`src/rtl/bpb_pkg.sv`:
```
// Shared types and constants for the binary to packed BCD converter.
`default_nettype none

package bpb_pkg;

  localparam int VALUE_BITS = 32;
  localparam int COUNT_BITS = 4;
  localparam int BYTE_BITS  = 8;
  localparam int DIGIT_BITS = 4;
  localparam int ADJ_LIMIT  = 5;
  localparam int ADJ_ADD    = 3;

  typedef struct packed {
    logic [VALUE_BITS-1:0] value;
    logic [COUNT_BITS-1:0] byte_count;
  } bin_item_t;

  typedef struct packed {
    logic [BYTE_BITS-1:0] bcd_byte;
    logic                 last;
  } bcd_item_t;

  typedef enum logic [1:0] {
    CV_IDLE,
    CV_SHIFT,
    CV_DONE
  } cv_state_t;

endpackage

`default_nettype wire

```
`src/rtl/bpb_dabble.sv`:
```
// Bit-serial double dabble converter: one binary bit enters the BCD register per cycle.
`default_nettype none

module bpb_dabble #(
  parameter int VALUE_WIDTH = 32,
  parameter int MAX_BYTES   = 8,
  localparam int DW  = 2 * MAX_BYTES * bpb_pkg::DIGIT_BITS,
  localparam int NBW = $clog2(MAX_BYTES + 1),
  localparam int CW  = $clog2(VALUE_WIDTH)
) (
  input  logic                clk,
  input  logic                rst,
  input  logic                bin_valid,
  output logic                bin_stall,
  input  bpb_pkg::bin_item_t  bin_item,
  output logic                hand_valid,
  input  logic                hand_ready,
  output logic [DW-1:0]       hand_digits,
  output logic [NBW-1:0]      hand_count
);

  localparam int DIGITS = 2 * MAX_BYTES;

  bpb_pkg::cv_state_t state, state_next;
  logic [VALUE_WIDTH-1:0] bin, bin_next;
  logic [DW-1:0]          bcd, bcd_next;
  logic [DW-1:0]          adj;
  logic [CW-1:0]          cnt, cnt_next;
  logic [NBW-1:0]         count, count_next;
  logic [NBW-1:0]         count_sat;

  always_comb begin
    for (int d = 0; d < DIGITS; d++) begin
      if (bcd[d*bpb_pkg::DIGIT_BITS +: bpb_pkg::DIGIT_BITS] >=
          bpb_pkg::DIGIT_BITS'(bpb_pkg::ADJ_LIMIT)) begin
        adj[d*bpb_pkg::DIGIT_BITS +: bpb_pkg::DIGIT_BITS] =
          bcd[d*bpb_pkg::DIGIT_BITS +: bpb_pkg::DIGIT_BITS] +
          bpb_pkg::DIGIT_BITS'(bpb_pkg::ADJ_ADD);
      end else begin
        adj[d*bpb_pkg::DIGIT_BITS +: bpb_pkg::DIGIT_BITS] =
          bcd[d*bpb_pkg::DIGIT_BITS +: bpb_pkg::DIGIT_BITS];
      end
    end
  end

  assign count_sat = ({1'b0, bin_item.byte_count} > (bpb_pkg::COUNT_BITS + 1)'(MAX_BYTES)) ?
                     NBW'(MAX_BYTES) : NBW'(bin_item.byte_count);

  always_comb begin
    state_next = state;
    bin_next   = bin;
    bcd_next   = bcd;
    cnt_next   = cnt;
    count_next = count;
    bin_stall  = 1'b1;
    hand_valid = 1'b0;
    unique case (state)
      bpb_pkg::CV_IDLE: begin
        bin_stall = 1'b0;
        if (bin_valid && bin_item.byte_count != '0) begin
          state_next = bpb_pkg::CV_SHIFT;
          bin_next   = VALUE_WIDTH'(bin_item.value);
          bcd_next   = '0;
          cnt_next   = CW'(VALUE_WIDTH - 1);
          count_next = count_sat;
        end
      end
      bpb_pkg::CV_SHIFT: begin
        bcd_next = {adj[DW-2:0], bin[VALUE_WIDTH-1]};
        bin_next = bin << 1;
        if (cnt == '0) begin
          state_next = bpb_pkg::CV_DONE;
        end else begin
          cnt_next = cnt - 1'b1;
        end
      end
      bpb_pkg::CV_DONE: begin
        hand_valid = 1'b1;
        if (hand_ready) begin
          state_next = bpb_pkg::CV_IDLE;
        end
      end
      default: begin
        state_next = bpb_pkg::CV_IDLE;
      end
    endcase
  end

  always_ff @(posedge clk) begin
    if (rst) begin
      state <= bpb_pkg::CV_IDLE;
    end else begin
      state <= state_next;
    end
  end

  always_ff @(posedge clk) begin
    bin   <= bin_next;
    bcd   <= bcd_next;
    cnt   <= cnt_next;
    count <= count_next;
  end

  assign hand_digits = bcd;
  assign hand_count  = count;

  a_shift_ends: assert property (@(posedge clk) disable iff (rst)
    state == bpb_pkg::CV_SHIFT && cnt == '0 |=> state == bpb_pkg::CV_DONE)
    else $error("conversion did not finish after the last bit");

  a_start: assert property (@(posedge clk) disable iff (rst)
    state == bpb_pkg::CV_IDLE && bin_valid && bin_item.byte_count != '0 |=>
    state == bpb_pkg::CV_SHIFT && cnt == CW'(VALUE_WIDTH - 1) && bcd == '0)
    else $error("conversion did not start from a cleared digit register");

  a_count_range: assert property (@(posedge clk) disable iff (rst)
    state == bpb_pkg::CV_DONE |-> count != '0 && count <= NBW'(MAX_BYTES))
    else $error("byte count out of range at hand-off");

endmodule

`default_nettype wire

```
`src/rtl/bpb_emit.sv`:
```
// Byte serializer: shifts the converted digits out one packed BCD byte per item.
`default_nettype none

module bpb_emit #(
  parameter int MAX_BYTES = 8,
  localparam int DW  = 2 * MAX_BYTES * bpb_pkg::DIGIT_BITS,
  localparam int NBW = $clog2(MAX_BYTES + 1)
) (
  input  logic               clk,
  input  logic               rst,
  input  logic               hand_valid,
  output logic               hand_ready,
  input  logic [DW-1:0]      hand_digits,
  input  logic [NBW-1:0]     hand_count,
  output logic               bcd_valid,
  input  logic               bcd_stall,
  output bpb_pkg::bcd_item_t bcd_item
);

  logic [DW-1:0]      digits, digits_next;
  logic [NBW-1:0]     remaining, remaining_next;
  logic               valid_next;
  bpb_pkg::bcd_item_t item_next;
  logic               load;
  logic               emit;

  assign hand_ready = (remaining == '0);
  assign load       = hand_valid && hand_ready;
  assign emit       = (remaining != '0) && (!bcd_valid || !bcd_stall);

  always_comb begin
    digits_next    = digits;
    remaining_next = remaining;
    valid_next     = bcd_valid;
    item_next      = bcd_item;
    if (load) begin
      digits_next    = hand_digits;
      remaining_next = hand_count;
    end
    if (emit) begin
      digits_next        = digits >> bpb_pkg::BYTE_BITS;
      remaining_next     = remaining - 1'b1;
      valid_next         = 1'b1;
      item_next.bcd_byte = digits[bpb_pkg::BYTE_BITS-1:0];
      item_next.last     = (remaining == NBW'(1));
    end else if (bcd_valid && !bcd_stall) begin
      valid_next = 1'b0;
    end
  end

  always_ff @(posedge clk) begin
    if (rst) begin
      remaining <= '0;
      bcd_valid <= 1'b0;
    end else begin
      remaining <= remaining_next;
      bcd_valid <= valid_next;
    end
  end

  always_ff @(posedge clk) begin
    digits   <= digits_next;
    bcd_item <= item_next;
  end

  a_remaining_range: assert property (@(posedge clk) disable iff (rst)
    remaining <= NBW'(MAX_BYTES))
    else $error("remaining byte count exceeds the maximum");

  a_last_follows: assert property (@(posedge clk) disable iff (rst)
    emit && remaining == NBW'(1) |=> bcd_valid && bcd_item.last)
    else $error("final byte was not marked as last");

endmodule

`default_nettype wire

```
`src/rtl/binary_to_packed_bcd_unit.sv`:
```
// Top level of the binary to packed BCD converter.
//
// The bin channel takes one item: a binary value and a byte count. The bcd
// channel returns that many packed BCD bytes, least significant byte first,
// each with the lower digit in the low nibble; the final byte has last set.
// A byte count of zero is accepted and produces no bytes, and a count above
// MAX_BYTES is clipped to MAX_BYTES.
// The converter shifts one bit of the value per cycle through the add-3
// digit register. The bytes then leave one per cycle while the bcd channel
// does not stall. The converter hands its digits to the serializer and is
// then ready for the next item, which it converts while the serializer still
// sends the bytes of the last one; with a free output, the serial shift
// through the digit register sets the rate at which items are taken.
// A stall on the bcd channel holds the current byte in the output register;
// the next conversion proceeds meanwhile and waits at the hand-off.
// Reset clears both control paths; no item is in flight afterwards.
`default_nettype none

module binary_to_packed_bcd_unit #(
  parameter int VALUE_WIDTH = 32,
  parameter int MAX_BYTES   = 8
) (
  input  logic               clk,
  input  logic               rst,
  input  logic               bin_valid,
  output logic               bin_stall,
  input  bpb_pkg::bin_item_t bin_item,
  output logic               bcd_valid,
  input  logic               bcd_stall,
  output bpb_pkg::bcd_item_t bcd_item
);

  localparam int DW  = 2 * MAX_BYTES * bpb_pkg::DIGIT_BITS;
  localparam int NBW = $clog2(MAX_BYTES + 1);

  logic           hand_valid;
  logic           hand_ready;
  logic [DW-1:0]  hand_digits;
  logic [NBW-1:0] hand_count;

  bpb_dabble #(
    .VALUE_WIDTH (VALUE_WIDTH),
    .MAX_BYTES   (MAX_BYTES)
  ) u_dabble (
    .clk         (clk),
    .rst         (rst),
    .bin_valid   (bin_valid),
    .bin_stall   (bin_stall),
    .bin_item    (bin_item),
    .hand_valid  (hand_valid),
    .hand_ready  (hand_ready),
    .hand_digits (hand_digits),
    .hand_count  (hand_count)
  );

  bpb_emit #(
    .MAX_BYTES (MAX_BYTES)
  ) u_emit (
    .clk         (clk),
    .rst         (rst),
    .hand_valid  (hand_valid),
    .hand_ready  (hand_ready),
    .hand_digits (hand_digits),
    .hand_count  (hand_count),
    .bcd_valid   (bcd_valid),
    .bcd_stall   (bcd_stall),
    .bcd_item    (bcd_item)
  );

endmodule

`default_nettype wire

```
`config.mk`:
```
export PLATFORM = sky130hd
export DESIGN_NAME = binary_to_packed_bcd_unit
export DESIGN_NICKNAME = d
export VERILOG_FILES = /design/src/rtl/bpb_pkg.sv /design/src/rtl/bpb_dabble.sv /design/src/rtl/bpb_emit.sv /design/src/rtl/binary_to_packed_bcd_unit.sv
export SDC_FILE = /design/constraint.sdc
export NUM_CORES = 1
export LEC_CHECK = 0
export BUFFER_PORTS_ARGS = -buffer_cell sky130_fd_sc_hd__clkbuf_2
export CAP_MARGIN = 20
export CORE_ASPECT_RATIO = 1.1
export CORE_UTILIZATION = 57
export CTS_CLUSTER_DIAMETER = 150
export DETAILED_ROUTE_END_ITERATION = 12
export GPL_TIMING_DRIVEN = 1
export PLACE_DENSITY_LB_ADDON = 0.1
export SLEW_MARGIN = 40
export SYNTH_ARGS = -nofsm -noshare
export SYNTH_HDL_FRONTEND = slang
export SYNTH_SLANG_ARGS = --single-unit
```
`constraint.sdc`:
```
create_clock -name clk -period 6.7 [get_ports clk]
set_clock_uncertainty 0.05 [all_clocks]
set_input_delay 0.335 -clock clk [delete_from_list [all_inputs] [get_ports clk]]
set_output_delay 0.335 -clock clk [all_outputs]
set_load 0.02 [all_outputs]
```
Word level (Yosys, flattened, before mapping)

Index checks and enable logic that the tools add are counted.

Multipliers: 0
Add/sub/neg operators: 18
Shifts and indexed selects: 0
Bitwise logic cells: 0
Div/mod/pow operators: 0
Multiplexer cells: 35
Equality and inequality tests: 7
Reduce and logical (&&, ||, !) cells: 19
Magnitude comparators: 17

Operators by type and width:

| kind                                                                     | number |
|---|---|
| 64-bit one-hot mux with 2 select lines                                   | 1 |
| 56-bit 2-to-1 mux                                                        | 2 |
| 4-bit 2-to-1 mux                                                         | 17 |
| 4-bit by 3-bit >= comparator with 1-bit output (second input constant)   | 16 |
| 64-bit 2-to-1 mux                                                        | 1 |
| 32-bit one-hot mux with 2 select lines                                   | 1 |
| 4-bit by 2-bit adder with 4-bit output (second input constant)           | 15 |
| 32-bit 2-to-1 mux                                                        | 1 |
| 5-bit 2-to-1 mux                                                         | 2 |
| 5-bit one-hot mux with 2 select lines                                    | 1 |
| 4-bit nonzero test                                                       | 2 |
| 2-bit 2-to-1 mux                                                         | 3 |
| 2-bit by 1-bit inequality test with 1-bit output (second input constant) | 3 |
| 2-bit one-hot mux with 3 select lines                                    | 1 |
| 3-bit AND reduction                                                      | 2 |
| 2-bit nonzero test                                                       | 3 |
| 5-bit logical NOT                                                        | 1 |
| 5-bit by 1-bit subtractor with 5-bit output (second input constant)      | 1 |
| 4-bit by 1-bit equality test with 1-bit output (second input constant)   | 1 |
| 4-bit > comparator (second input constant)                               | 1 |
| 1-bit logical AND                                                        | 4 |
| 4-bit logical NOT                                                        | 1 |
| 1-bit 2-to-1 mux                                                         | 4 |
| 2-bit AND reduction                                                      | 2 |
| other kinds (9)                                                          | 10 |

Memory bits (writable): 0
Memory bits (read-only): 0
Register bits after elaboration: 185
Word-level logic and storage cells: 107
Latch bits: 0
Output and inout port bits: 11
Bits of input ports: 40
Memories kept: 0

Longest topological paths before layout

Word-level depth: 5
Depth in mapped cells: 8
Mapped depth without buffers: 6

By module

From an unflattened synthesis, not the netlist that was laid out.

Cells, all modules: 808
Area total of the unflattened synthesis: 9,019.9 um^2

By module, submodules not included:

| module     | cells an instance | area each (um^2) | times used | sequential area each (um^2) |
|---|---|---|---|---|
| bpb_dabble | 490               | 5,745.5          | 1          | 3,193.1 |
| bpb_emit   | 318               | 3,274.4          | 1          | 2,212.1 |

Least setup slack after synthesis

Ideal clock, no wire load.

Path kind: in2reg
From: in bin_item[1] in the netlist's numbering
To: reg u_dabble.cnt[0], enable pin
Arrival: 5,751 ps
Data required time: 6,325 ps
Stages on the path: 3
Path slack: 574 ps
Setup time: 325 ps
Path buffers: 0
Path through: o41ai_1 a21oi_1 and2_1

Cells in the longest elaborated chain, start to end: 4

RTL lines:

| what                                                              | line                            | text |
|---|---|---|
| from (decl)                                                       | binary_to_packed_bcd_unit.sv:27 | `input bpb_pkg::bin_item_t bin_item,` |
| 4-bit nonzero test                                                | bpb_dabble.sv:60                | `if (bin_valid && bin_item.byte_count != '0) begin` |
| 1-bit logical AND                                                 | bpb_dabble.sv:60                |  |
| 2-bit by 1-bit inequality test with 1-bit output (no source line) | n/a                             |  |
| 3-bit AND reduction (no source line)                              | n/a                             |  |
| to (signal assigned)                                              | bpb_dabble.sv:100               | `cnt <= cnt_next;` |
| to (decl)                                                         | bpb_dabble.sv:28                | `logic [CW-1:0] cnt, cnt_next;` |

Every way passes these cells.
A chain may end at the register's enable or synchronous reset.

Worst setup path after layout

From: reg u_emit.remaining[1]
To: reg u_emit.digits[9], enable pin

Cells in the longest elaborated chain, start to end: 3
Elaborated cells on any way between the ends: 5
Classes of those cells: reduce/logical: 5

RTL lines:

| what                                                    | line                           | text |
|---|---|---|
| from (decl)                                             | bpb_emit.sv:21                 | `logic [NBW-1:0] remaining, remaining_next;` |
| from (signal assigned)                                  | bpb_emit.sv:56                 | `remaining <= remaining_next;` |
| 4-bit nonzero test or 4-bit logical NOT (tied branches) | bpb_emit.sv:29, bpb_emit.sv:27 |  |
| 1-bit logical AND, on equally long branches             | bpb_emit.sv:29, bpb_emit.sv:28 |  |
| 2-bit nonzero test (no source line) *                   | n/a                            |  |
| to (signal assigned)                                    | bpb_emit.sv:62                 | `digits <= digits_next;` |
| to (decl)                                               | bpb_emit.sv:20                 | `logic [DW-1:0] digits, digits_next;` |

Mark *: on every way between the ends. The rest lies on a longest branch, timed or not.

==> impl_metrics.ini <==
[clock_tree]
cts_buffers = 17
cts_sinks = 185
cts_resized = 0
cts_tree = built
postCtsSetupBuffers = 0
insertion_delay_ns = 0.43
holdBufCountCts = 0
cts_buffer_depth = 2
cts-root-buf = clkbuf_16
htreeDepth = 4
clk_pin_slew_ns = 0.07

[global_routing]
grt_max_degree = 86
grt_pass1_vias = 5404
overflow = 0
grtUsageTotal = 0.201
antenna_found_initial = 0
grt_pass1_wl_um = 25000

[die]
die_h_um = 132
die_x_um = 120
core_area_mm2 = 0.0150
rows = 47
dieArea_mm2 = 0.0158
pin_count = 51
start_util = 0.583

[placed_design]
io_buffers = 50
gp_congestion = 0.759
hpwl_um = 9850

[timing]
fin_crit_sh = 0.395
max_freq_ghz = 0.378
rsz0062_at_grt = false
finalHoldViolCount = 0
finalSetupViolCount = 0
fin_tns_setup_ns = 0
slew_headroom = 0.423
maxSlewViolCount = 0
worst_pin_slew_ns = 0.854
min_period_ns = 2.64

[layout]
layout_commonest_cell = edfxtp_1
area_growth_pct = 11.5
drive_gt1_frac = 0.152
postLayoutCoreUtil = 0.650
final_cell_mix = 170 x edfxtp_1, 161 x nand2_1, 50 x clkbuf_2, 39 x nor2_1, 38 x inv_1
antenna_cells = 0
nets = 854

[yosys]
synth_cell_types = 39
yosysSeqAreaShare = 0.618
synth_top_area_share = 0.584
yosys.area.top_type = edfxtp_1
syn_inst = 731
syn_area_mm2 = 0.00874
synth_fp_nets = 807
syn_avg_cell_area_um2 = 12.0
yosysWarnings = 0
ys_ff_latch = 185
synth.top_cells.by_area = edfxtp_1 58%, nand2_1 6.9%, ha_1 5.2%, mux2_4 4.8%, dfxtp_1 3.4%

[detailed_routing]
vias_per_cell = 5.37
drc = 0
first_pass_iters = 7
wirelength_um = 15100
first_iter_violations = 381
vias = 5298
drtAntennaViolNets = 0
routedWlPerCell_um = 15.3

[worst_hold_path]
min_from = bin_item[3]
whs_path_depth = 1
hold_path.class = input pin to flop
min_to = u_dabble.hand_count[3]$_SDFFCE_PN1P_

[worst_setup_path]
crit_type = flop to flop
r2r_end = u_emit.digits[9]$_DFFE_PP_
crit_family = multiplexers
arrival_ns = 2.65
crit_path_end_kind = flop
cp.required_ns = 6.71
r2r_slack_ns = 4.06
cp_slowest_stage_delay_ns = 0.75
r2r_cells = 5
cp_slowest_cell = mux2i_2
cp_max_fo = 56
critPathBufInv = 2
r2r_start = u_emit.remaining[1]$_SDFFE_PP0P_
crit_path_start_kind = flop
crit_chain = inv_1 -> ha_1 -> nor3b_4 -> mux2i_2 -> inv_4

[power_and_ir_drop]
total_leakage_power_nw = 3.91
power_density_mw_per_mm2 = 388
vdd_drop_max_mv = 0.339
power.total_mw = 3.78

[run_status]
status = complete, no violations

[flow_run]
drv_cap = 0
==> sequential cells by signal, summed over array words and instances (netlist names) <==
| signal | cells |
|---|---|
| u_dabble.bin | 32 |
| u_dabble.hand_digits | 64 |
| u_emit.digits | 64 |
| u_dabble.state | 2 |
| u_dabble.cnt | 5 |
| u_dabble.hand_count | 4 |
| u_emit.remaining | 4 |
| u_emit.bcd_item | 9 |
| u_emit.bcd_valid | 1 |
==> metal layers <==
layer / wire length (µm) / share of wire / GRT usage / vias to the layer above
met2: 8130 / 0.54 / 0.357 / 77
met1: 6360 / 0.42 / 0.240 / 2570
met5: 0 / 0 / 0 / -
met4: 204 / 0.014 / 0.0771 / 0
li1: - / - / - / 2634
met3: 398 / 0.026 / 0.0368 / 17
==> worst register-to-register path: cells and delay by family, from the launching register on <==
kind                     cells  cell delay [ns]
multiplexers                 1             0.75
buffers and inverters        2             0.56
flip-flops                   1             0.32
AND/OR/NAND/NOR              1             0.34
adder cells (fa/ha/maj)      1             0.23
==> worst max path at each step <==
stage / startpoint / to / slack [ns] / depth (start not counted)
floorplan: bin_item[1] / u_dabble.cnt[0]$_SDFFCE_PN1P_ / 0.57 / 3
global placement: bin_item[3] / u_dabble.cnt[1]$_SDFFCE_PN1P_ / 3.67 / 5
detailed placement: u_emit.remaining[0]$_SDFFE_PP0P_ / u_emit.digits[7]$_DFFE_PP_ / 4.11 / 5
CTS: u_emit.remaining[1]$_SDFFE_PP0P_ / u_emit.digits[20]$_DFFE_PP_ / 4.09 / 5
global route: u_emit.remaining[0]$_SDFFE_PP0P_ / u_emit.digits[8]$_DFFE_PP_ / 3.91 / 5
finish: u_emit.remaining[1]$_SDFFE_PP0P_ / u_emit.digits[9]$_DFFE_PP_ / 4.06 / 5
==> cell families after synthesis <==
kind of cell / Yosys count / share of synthesized area
buffers and inverters: 66 / 0.0358
AND/OR/NAND/NOR: 265 / 0.132
XOR/XNOR: 34 / 0.0341
AO/OA/AOI/OAI: 116 / 0.0797
adder cells (fa/ha/maj): 36 / 0.0515
multiplexers: 29 / 0.0492
flip-flops: 185 / 0.618
==> power breakdown <==
group	switching (mW)	internal, mW	total, mW
clock	0.414	0.562	0.975
combinational	0.571	0.394	0.965
sequential	0.128	1.71	1.84
==> cells in the mapped netlist, drive strengths merged <==
| cell | number |
|---|---|
| a211oi | 17 |
| a21o | 1 |
| a21oi | 39 |
| a221o | 1 |
| a22o | 8 |
| a22oi | 1 |
| a2bb2oi | 1 |
| a32oi | 1 |
| and2 | 5 |
| and3 | 1 |
| buf | 15 |
| clkbuf | 12 |
| dfxtp | 15 |
| edfxtp | 170 |
| ha | 36 |
| inv | 39 |
| mux2 | 28 |
| mux2i | 1 |
| nand2 | 161 |
| nand2b | 17 |
| nand4b | 1 |
| nor2 | 40 |
| nor2b | 20 |
| nor3 | 18 |
| nor3b | 1 |
| o21ai | 44 |
| o22a | 1 |
| o2bb2ai | 1 |
| o41ai | 1 |
| or2 | 1 |
| xnor2 | 18 |
| xor2 | 16 |
==> per-stage QoR <==
| stage | worst slack (ns) | std cells | hold slack (ns) | area [µm²] |
|---|---|---|---|---|
| after global routing | 3.91 | 987 | 0.101 | 9750 |
| after CTS | 4.09 | 987 | 0.0906 | 9750 |
| after detailed placement | 4.11 | 955 | 0.357 | 9180 |
| after floorplan | 0.574 | 731 | 0.350 | 8740 |
| after global placement | 3.67 | 953 | 0.351 | 9110 |
| final | 4.06 | 987 | 0.104 | 9750 |
==> area by class of cell <==
type                            count  area, µm²
Timing Repair Buffer               55        328
Multi-Input combinational cell    480       3050
Inverter                           39        149
Clock buffer                       27        547
Sequential cell                   185       5410
Tap cell                          196        245
Fill cell                        1119       5240
Clock inverter                      5       31.3
Power figures use the tool's default switching activity.
